[config.mk]
export PLATFORM = sky130hd
export DESIGN_NAME = pgt_ram
export DESIGN_NICKNAME = d
export VERILOG_FILES = /design/src/hw/rtl/pgt_ram.sv
export SDC_FILE = /design/constraint.sdc
export NUM_CORES = 1
export LEC_CHECK = 0
export BUFFER_PORTS_ARGS = -buffer_cell sky130_fd_sc_hd__clkbuf_2
export CAP_MARGIN = 20
export CORE_MARGIN = 4
export CORE_UTILIZATION = 35
export CTS_CLUSTER_DIAMETER = 200
export DETAILED_ROUTE_END_ITERATION = 10
export GPL_TIMING_DRIVEN = 0
export SLEW_MARGIN = 20
export SYNTH_ARGS = -nofsm -noshare
export SYNTH_HDL_FRONTEND = slang
export SYNTH_SLANG_ARGS = --single-unit
[constraint.sdc]
create_clock -name clock -period 1.81 [get_ports clock]
set_clock_uncertainty 0.05 [all_clocks]
set_input_delay 0.362 -clock clock [delete_from_list [all_inputs] [get_ports clock]]
set_output_delay 0.362 -clock clock [all_outputs]
set_load 0.05 [all_outputs]
[src/hw/rtl/pgt_ram.sv]
// Generic simple dual-port RAM with one write port and a registered read port.
module pgt_ram #(
   parameter int WIDTH = 8,
   parameter int DEPTH = 16
) (
   input  logic                       clock,
   input  logic                       wr_en,
   input  logic [$clog2(DEPTH)-1:0]   wr_addr,
   input  logic [WIDTH-1:0]           wr_data,
   input  logic [$clog2(DEPTH)-1:0]   rd_addr,
   output logic [WIDTH-1:0]           rd_data
);

   logic [WIDTH-1:0] mem [DEPTH];
   logic [WIDTH-1:0] rd_data_ff;

   always_ff @(posedge clock) begin
      if (wr_en) begin
         mem[wr_addr] <= wr_data;
      end
      rd_data_ff <= mem[rd_addr];
   end

   assign rd_data = rd_data_ff;

endmodule

# Yosys cells after proc, flatten, opt, wreduce, memory -nomap -nowiden
# Memory sizes are Yosys's and may differ from the RTL's. A register that Yosys moved wholly into a read port is not among the register bits.
# Index checks and enable logic that the tools add are counted.
# op_classes
n_addsub	0
n_mul	0
n_div	0
order_cmp	0
eq_ne	0
shift	0
mux	2
n_bitwise	0
reduce_logical	0
# op_table
cell	count
1-bit 2-to-1 mux	2
# word_totals
reg_bits	0
latchBits	0
ramBits	128
mem_bits_ro	0
inputBits	18
output_inout_bits	8
word_cells	3
n_memories	1
# mem_list
memory	depth	width	rd	rd_clocked_by_memory_dff	write_ports	line_no	text
mem	16	8	1	1	1	14	logic [WIDTH-1:0] mem [DEPTH];

# Depth between registers and ports, before layout
# Gate-level depths: netlist of the first run.
# depth
depth_word	2
ltp_mapped	5
depth_no_buf	3

# Worst setup path before layout of the first run
# OpenSTA, ideal clock, no wires.
# synth_timing
path_kind	in2reg
from	in wr_addr[2]
to	mem mem[0][0], enable pin
setup_time_ns	0.383
t_arrival_ns	1.472
t_required_ns	1.377
path_slack_ns	-0.095
path_stages	2
n_path_buf	0
path_cell_list	or3b_2 nor3_1
# synth_lines
item	line_no	text
from (decl)	8	input logic [$clog2(DEPTH)-1:0] wr_addr,
to (decl)	14	
# No word-level cell before the write port.

# Worst setup path after layout of the first run
# layout_timing
from	in wr_addr[2]
to	mem mem[2][3], enable pin
# No word-level cell before the write port.

==> summary.txt, run 1 <==
Run status
  – Status: finished clean

Placement
  – Place WS: -0.344 ns
  – HPWL Detailed: 6.40 mm
  – Port-buffer cells: 24
  – Post-Place Cells: ~440
  – Placed inst area: ~0.0055 mm²
  – Placer Congestion: between 0.7 and 0.8

Timing
  – Slew Viols, Final: 0
  – Setup TNS: 0 ns
  – Final setup fails: 0
  – Slew of the pin with the lowest slew margin: 0.865 ns
  – Final period utilization: between 90% and 100%
  – RSZ-0062 raised after global routing: false
  – Relative slew slack: 42.1%
  – Fin. Hold Viols: 0
  – Final hold slack: about 0.36 ns
  – Minimum clock period: approximately 1.7 ns
  – Max Clk Rate: roughly 590 MHz
  – Setup WS post-layout: between 0.1 and 0.15 ns

Detailed routing
  – Pre-Repair DR Iteration Count: 4
  – Vias per cell: ~5.0
  – DR DRC count: 0
  – Initial DRC Count: between 200 and 250
  – Final wirelength: about 9.9 mm
  – Post-route ant nets: 0
  – Total number of vias: ~2400
  – Average wire per standard cell: about 21 µm

Worst setup path
  – Startpoint types: primary input
  – Worst EP required: approximately 1.8 ns
  – Crit. End Element: flip-flop
  – Worst Path Arrival: around 1.7 ns
  – Worst path slowest cell: nor2_1
  – Crit-path max cell delay: 0.68 ns
  – Critical path, cell by cell: clkbuf_2 -> or3b_2 -> nor2_1
  – Buf/Inv on CP: 1
  – Setup CP Type: in2reg
  – CP delay by family, top: simple AND/OR/NAND/NOR gates
  – Worst Path Max Fanout: 8

GRT
  – Vias in the first global route: approximately 2400
  – Total track usage: about an eighth
  – Gr ovfl total: 0
  – Largest net degree at the start of global routing: 17
  – Initial antenna violation count: 0
  – First-pass GRT wire length: ~15 mm

Yosys
  – Synth area leader: edfxtp_1
  – Count leader, synth: edfxtp_1
  – Mapped Cells: between 200 and 250
  – Yosys warns: 0
  – Yosys cell types: 19
  – Mapped cell area: 0.00515 mm²
  – Syn Nets: 247
  – Sequential share of the synthesized area: between 70 and 80%
  – Synth top area share: 74.7%
  – Most frequent cells after synthesis: 128 x edfxtp_1, 18 x mux4_2, 16 x a22oi_1
  – Post-synth top flop: edfxtp_1
  – Avg Cell Area, Syn: approximately 22 µm²
  – Area contributors post-synth: edfxtp_1 75%, mux4_2 7.9%, mux4_1 7.1%
  – Yosys reg bits: 136
  – Async SR Flop Fraction: 0%
  – EDFF count, synth: 128

Finish
  – Fraction of layout cells with a size suffix above 1: between 20% and 30%
  – Final cell count without fillers: about 470
  – Fin util: a little over two fifths
  – Ant. Diodes: 0
  – Final instance area: roughly 0.006 mm²
  – Final nets: 290
  – Area delta synth->final: 18.2%

Floorplanning
  – Rows: 44
  – Die H: between 100 and 150 µm
  – Die Wd: 129 µm
  – Die area: around 0.017 mm²
  – # IOs: 26
  – Initial core utilization: a little over a third
  – Core box area: about 0.014 mm²

Worst hold path
  – Min-delay worst type: in2reg

Clock network
  – H-tree depth: 4
  – CTS Hold Bufs: 0
  – Post_cts resized: 0
  – CTS root buffer: clkbuf_16
  – Skew-Pair Late Insertion Delay: roughly 0.40 ns
  – Bufs on Longest Clock Path: 2
  – Setup bufs post-CTS: 0
  – Worst-path clk slew: 0.05 ns
  – CTS Sinks: roughly 140
  – CTS Buf Count: 17
  – CTS tree: done

Power
  – Pleak: approximately 2 nW
  – Worst vdd ir: about 1100 µV
  – Power Total: around 7.2 mW
  – Pwr dens: 1190 mW/mm²

Run
  – Max cap viols: 0
sequential cells by signal, indices dropped and copies added, names as in the netlist:
signal,flops
rd_data,8
mem,128
metal layers:
layer | wire length [µm] | track usage [%] | vias to the layer above
met5 | 0 | 0 | -
met4 | 61 | 4.08 | 0
met3 | 806 | 4.04 | 5
met2 | 4810 | 19.8 | 80
met1 | 4230 | 18.1 | 1213
li1 | - | - | 1058
where the power goes:
part,total [mW],leakage [nW],switching (mW),internal (mW)
clock,3.30,0.275,1.17,2.13
combinational,0.408,0.523,0.269,0.139
sequential,3.54,1.22,0.0163,3.52
total,7.25,2.02,1.45,5.79
final timing paths:
| path | from | to | slack [ns] | cells past startpoint |
|---|---|---|---|---|
| setup / recovery | wr_addr[2] | mem[2][3] | 0.11 | 3 |
| hold / removal | wr_data[7] | mem[2][7] | 0.36 | 1 |
| setup reg to reg | mem[1][1] | rd_data[1] | 0.25 | 3 |
| hold reg to reg | mem[14][2] | rd_data[2] | 0.63 | 3 |
cells by family after synthesis:
group / after synthesis / synth area share (%)
muxes: 32 / 15.0
buffers and inverters: 10 / 1.68
and+or+nand+nor: 35 / 3.18
DFF: 136 / 77.8
AOI/OAI and AO/OA: 16 / 2.33
cell usage in the layout (no fill, tap or decap), types with 4 or more instances in the layout:
cell type,count
nand2_1,9
nor3_2,4
dfxtp_1,8
a22oi_1,16
mux4_1,14
clkbuf_16,17
clkbuf_2,24
edfxtp_1,128
mux4_2,18
nor2_1,13
area by class of cell:
type | count | area, µm²
well taps | 184 | 230
plain buffers | 10 | 86.3
multi-input cells | 83 | 1080
clock buffers | 19 | 433
clock inverters | 11 | 133
flip-flops and latches | 136 | 4000
fillers | 1256 | 8400
repair buffers | 24 | 120
No activity file was read; power rests on OpenSTA's default activity.
==> run 2, diff against run 1 <==
Settings changed: CORE_ASPECT_RATIO set to 1.5.
==> run 2 against run 1 <==
Against the previous run: via count grew 0.34%; final cell count increased by 3.0%; design area is 1.4% higher; highest routed layer unchanged.
==> summary.txt, run 2 (synthesized netlist as in run 1, its figures left out) <==
Worst setup path
  – Worst Setup SP: wr_addr[2]
  – Startpoint types: primary input
  – Worst path slowest cell: nor2_1
  – Crit Reg-Reg Endpoint: rd_data[3]
  – Instance count on the critical path: 3 (unchanged)
  – Setup CP Type: in2reg
  – Crit. End Element: flip-flop
  – Crit-path max cell delay: 0.67 ns (about the same)
  – R2r worst-path depth: 3 (unchanged)
  – Worst Path Max Fanout: 8 (unchanged)
  – Critical path, cell by cell: clkbuf_2 -> or3b_2 -> nor2_1
  – Worst EP required: 1.79 ns (about the same)
  – Worst Path Arrival: 1.66 ns (about the same)
  – Reg-to-Reg Start: mem[1][3]
  – CP delay by family, top: simple AND/OR/NAND/NOR gates
  – Buf/Inv on CP: 1 (unchanged)
  – R2R setup slack: 0.31 ns (+0.06 ns)

Run status
  – Status: finished clean

Clock network
  – CTS Sinks: 136 (unchanged)
  – Worst-path clk slew: 0.06 ns (about the same)
  – CTS tree: done
  – Setup bufs post-CTS: 0 (unchanged)
  – H-tree depth: 4 (unchanged)
  – Post_cts resized: 0 (unchanged)
  – Skew-Pair Late Insertion Delay: 0.41 ns (about the same)
  – CTS Buf Count: 17 (unchanged)
  – CTS root buffer: clkbuf_16
  – Bufs on Longest Clock Path: 2 (unchanged)
  – CTS Hold Bufs: 0 (unchanged)

Timing
  – Final setup fails: 0 (unchanged)
  – Max Clk Rate: 595 MHz (+1.3%)
  – RSZ-0062 raised after global routing: false
  – Final period utilization: 92.8% (-1.2 points)
  – Fin. Hold Viols: 0 (unchanged)
  – Setup TNS: 0 ns (unchanged)
  – Slew of the pin with the lowest slew margin: 0.846 ns (-0.0189 ns)
  – Minimum clock period: 1.68 ns (-0.0223 ns)
  – Relative slew slack: 43.4% (+1.3 points)
  – Slew Viols, Final: 0 (unchanged)

Finish
  – Largest register FFs: 128 (unchanged)
  – Final instance area: 0.00617 mm² (+1.4%)
  – Final nets: 290 (unchanged)
  – Ant. Diodes: 0 (unchanged)
  – Fraction of layout cells with a size suffix above 1: 30.5% (+1.6 points)
  – Area delta synth->final: 19.8%
  – Most frequent cells in the layout: 128 x edfxtp_1, 24 x clkbuf_2, 18 x mux4_2, 17 x clkbuf_16, 16 x a22oi_1
  – Commonest non-fill, non-tap cell in the layout: edfxtp_1
  – Reg with most FFs: mem
  – Fin util: 42.6% (+0.63 points)
  – Layout fillers: 1272 (+1.3%)

GRT
  – Largest net degree at the start of global routing: 17 (unchanged)
  – Total track usage: 13.3% (+0.25 points)
  – Initial antenna violation count: 0 (unchanged)
  – Vias in the first global route: 2422 (-0.62%)
  – First-pass GRT wire length: 15.4 mm (+1.5%)
  – Gr ovfl total: 0 (unchanged)

Placement
  – Placer Congestion: 0.746 (-2.6%)
  – Port-buffer cells: 24 (unchanged)
  – HPWL Detailed: 6.68 mm (+4.4%)
  – Placed inst area: 0.00553 mm² (+0.27%)

Floorplanning
  – Die Wd: 107 µm (-17%)
  – Rows: 54 (+23%)
  – Initial core utilization: 35.6% (+0.049 points)
  – Die H: 157 µm (+21%)
  – Core box area: 0.0145 mm² (-0.14%)
  – Die area: 0.0168 mm² (+0.24%)
  – # IOs: 26 (unchanged)

Run
  – Max cap viols: 0 (unchanged)

Detailed routing
  – Total number of vias: 2364 (+0.34%)
  – Initial DRC Count: 169 (-32%)
  – Post-route ant nets: 0 (unchanged)
  – Vias per cell: 4.91 (-2.6%)
  – Pre-Repair DR Iteration Count: 4 (unchanged)
  – DR DRC count: 0 (unchanged)
  – Average wire per standard cell: 21.1 µm (-0.48%)
  – Final wirelength: 10.2 mm (+2.5%)

Worst hold path
  – Worst hold endpoint: mem[2][6]
  – Min-delay worst type: in2reg
  – Hold path cells: 1 (unchanged)
  – HP Start: wr_data[6]

Power
  – Pleak: 2.06 nW (+1.8%)
  – Pwr dens: 1230 mW/mm² (+3.5%)
  – Worst vdd ir: 987 µV (-12%)
==> run 2: power by group <==
part	internal, mW	total [mW]	switching (mW)
registers	3.52	3.54	0.0167
clock network	2.42	3.65	1.23
logic	0.140	0.409	0.270
==> run 2: metal layers <==
layer,track usage [%],vias up,wire (µm)
met5,0,-,0
met2,22.3,59,5460
met3,4.00,14,502
li1,-,1062,-
met1,15.9,1229,3990
met4,5.48,0,190
==> run 2: through the flow <==
step | setup slack, ns | hold WS (ns) | cells | total power, mW
2_1_floorplan | 0.132 | 0.411 | 229 | 3.85
3_3_place_gp | -0.423 | 0.620 | 449 | 4.01
3_5_place_dp | -0.302 | 0.635 | 449 | 4.02
4_1_cts | 0.132 | 0.367 | 481 | 7.66
5_1_grt | 0.0762 | 0.380 | 481 | 7.84
6_report | 0.130 | 0.365 | 481 | 7.60
==> run 2: worst max path at each step <==
stage,to,slack [ns]
CTS,mem[3][0],0.13
finish,mem[3][0],0.13
global route,mem[3][0],0.08
global placement,mem[8][2],-0.42
floorplan,mem[3][0],0.13
detailed placement,mem[3][1],-0.30
==> run 2: final cells by class <==
cell class	count	area (µm²)	share of cell area [%]
multi-input cells	83	1080	17.5
repair buffers	24	120	1.95
well taps	196	245	3.98
flip-flops and latches	136	4000	64.9
plain buffers	10	86.3	1.40
clock buffers	17	425	6.90
clock inverters	15	208	3.37
==> run 3, diff against run 2 <==
Settings changed: PLACE_DENSITY_LB_ADDON set to 0.1.
==> run 3 against run 2 <==
Against the previous run: combinational power up 2%; largest cell class unchanged; total power fell by 3.3%; count of clock-buffer cells in the layout did not move; sequential power about the same; critical endpoint is now mem[2][5]; design area decreased by 0.79%; fmax is 0.12% lower; final cell count is the same; non-clock buffer count stayed put; die area unchanged; hold slack better by 0.0078 ns; via count down 0.55%.
==> summary.txt, run 3 (synthesized netlist as in run 1, its figures left out) <==
Worst setup path
  – Worst Path Max Fanout: 8 (unchanged)
  – Worst EP required: 1.79 ns (about the same)
  – Crit. End Element: flip-flop
  – Setup CP Type: in2reg
  – Startpoint types: primary input
  – Worst Path Arrival: 1.67 ns (about the same)

Clock network
  – Bufs on Longest Clock Path: 2 (unchanged)
  – H-tree depth: 4 (unchanged)
  – CTS Hold Bufs: 0 (unchanged)
  – Worst-path clk slew: 0.06 ns (about the same)
  – CTS root buffer: clkbuf_16
  – Skew-Pair Late Insertion Delay: 0.41 ns (about the same)
  – CTS tree: done
  – CTS Buf Count: 17 (unchanged)
  – Post_cts resized: 0 (unchanged)
  – Setup bufs post-CTS: 0 (unchanged)
  – CTS Sinks: 136 (unchanged)

Timing
  – Setup WS post-layout: 0.128 ns (-0.00198 ns)
  – Relative slew slack: 39.5% (-3.9 points)
  – RSZ-0062 raised after global routing: false
  – Final setup fails: 0 (unchanged)
  – Max Clk Rate: 595 MHz (-0.12%)
  – Slew of the pin with the lowest slew margin: 0.904 ns (+0.0586 ns)
  – Final hold slack: 0.373 ns (+0.00778 ns)
  – Fin. Hold Viols: 0 (unchanged)
  – Setup TNS: 0 ns (unchanged)
  – Slew Viols, Final: 0 (unchanged)
  – Minimum clock period: 1.68 ns (+0.00198 ns)
  – Final period utilization: 92.9% (+0.11 points)

Finish
  – Ant. Diodes: 0 (unchanged)
  – Commonest non-fill, non-tap cell in the layout: edfxtp_1
  – Area taken by multi-input logic gates: 0.00108 mm² (unchanged)
  – Layout fillers: 1338 (+5.2%)
  – Area delta synth->final: 18.8%
  – Most frequent cells in the layout: 128 x edfxtp_1, 24 x clkbuf_2, 18 x mux4_2, 17 x clkbuf_16, 16 x a22oi_1
  – Reg with most FFs: mem
  – Final instance area: 0.00612 mm² (-0.79%)
  – Largest register FFs: 128 (unchanged)
  – Sequential Area: 0.00400 mm² (unchanged)
  – Final nets: 290 (unchanged)
  – Fraction of layout cells with a size suffix above 1: 30.2% (-0.35 points)

Floorplanning
  – Die Wd: 107 µm (unchanged)
  – Initial core utilization: 35.6% (unchanged)
  – Rows: 54 (unchanged)
  – # IOs: 26 (unchanged)
  – Core box area: 0.0145 mm² (unchanged)
  – Die H: 157 µm (unchanged)
  – Die area: 0.0168 mm² (unchanged)

Power
  – Worst vdd ir: 510 µV (-48%)
  – Pleak: 2.03 nW (-1.3%)
  – Power Total: 7.35 mW (-3.3%)
  – Pwr dens: 1200 mW/mm² (-2.5%)

Run
  – Max cap viols: 0 (unchanged)

GRT
  – Initial antenna violation count: 0 (unchanged)
  – First-pass GRT wire length: 16.3 mm (+5.6%)
  – Largest net degree at the start of global routing: 17 (unchanged)
  – Total track usage: 14.1% (+0.87 points)
  – Vias in the first global route: 2535 (+4.7%)
  – Gr ovfl total: 0 (unchanged)

Detailed routing
  – Total number of vias: 2351 (-0.55%)
  – Post-route ant nets: 0 (unchanged)
  – Pre-Repair DR Iteration Count: 4 (unchanged)
  – Initial DRC Count: 123 (-27%)
  – Final wirelength: 10.9 mm (+7.3%)
  – Average wire per standard cell: 22.6 µm (+7.3%)
  – Vias per cell: 4.89 (-0.55%)
  – DR DRC count: 0 (unchanged)

Placement
  – Placed inst area: 0.00553 mm² (unchanged)
  – Place WS: -0.342 ns (-0.0403 ns)
  – Placer Congestion: 0.766 (+2.7%)
  – Port-buffer cells: 24 (unchanged)
  – HPWL Detailed: 7.07 mm (+5.8%)

Worst hold path
  – Min-delay worst type: in2reg

Run status
  – Status: finished clean
==> run 3: area by class of cell <==
class | instances | area share [%]
timing repair buffer | 24 | 1.96
sequential | 136 | 65.5
clock buffer | 17 | 6.95
buffer | 10 | 1.41
clock inverter | 15 | 2.60
tap | 196 | 4.01
multi-input combinational | 83 | 17.6
==> run 3: through the flow <==
step	utilization, %	cells
6_report	42.3	481
5_1_grt	42.3	481
4_1_cts	42.3	481
3_5_place_dp	38.3	449
3_3_place_gp	38.2	449
2_1_floorplan	-	229
==> run 3: power breakdown <==
part / internal, mW / switching, mW / leakage, nW
Sequential: 3.52 / 0.0159 / 1.22
Clock: 2.14 / 1.26 / 0.285
Combinational: 0.140 / 0.277 / 0.523
==> run 3: worst max-delay path, cell delays in order <==
cell and delay, ns:
clkbuf_2 0.11, or3b_2 0.52, nor2_1 0.67
==> run 3: final timing paths <==
path,startpoint,endpoint,slack [ns],cells past startpoint
max reg2reg,mem[1][2],rd_data[2],0.27,3
min reg2reg,mem[15][2],rd_data[2],0.63,3
max,wr_addr[2],mem[2][5],0.13,3
min,wr_data[5],mem[14][5],0.37,1
==> run 3: routing by layer <==
layer	wire, µm	vias up	GRT usage [%]
li1	-	1057	-
met1	4380	1214	17.6
met2	5770	65	23.8
met3	566	15	3.51
met4	173	0	5.48
met5	0	-	0
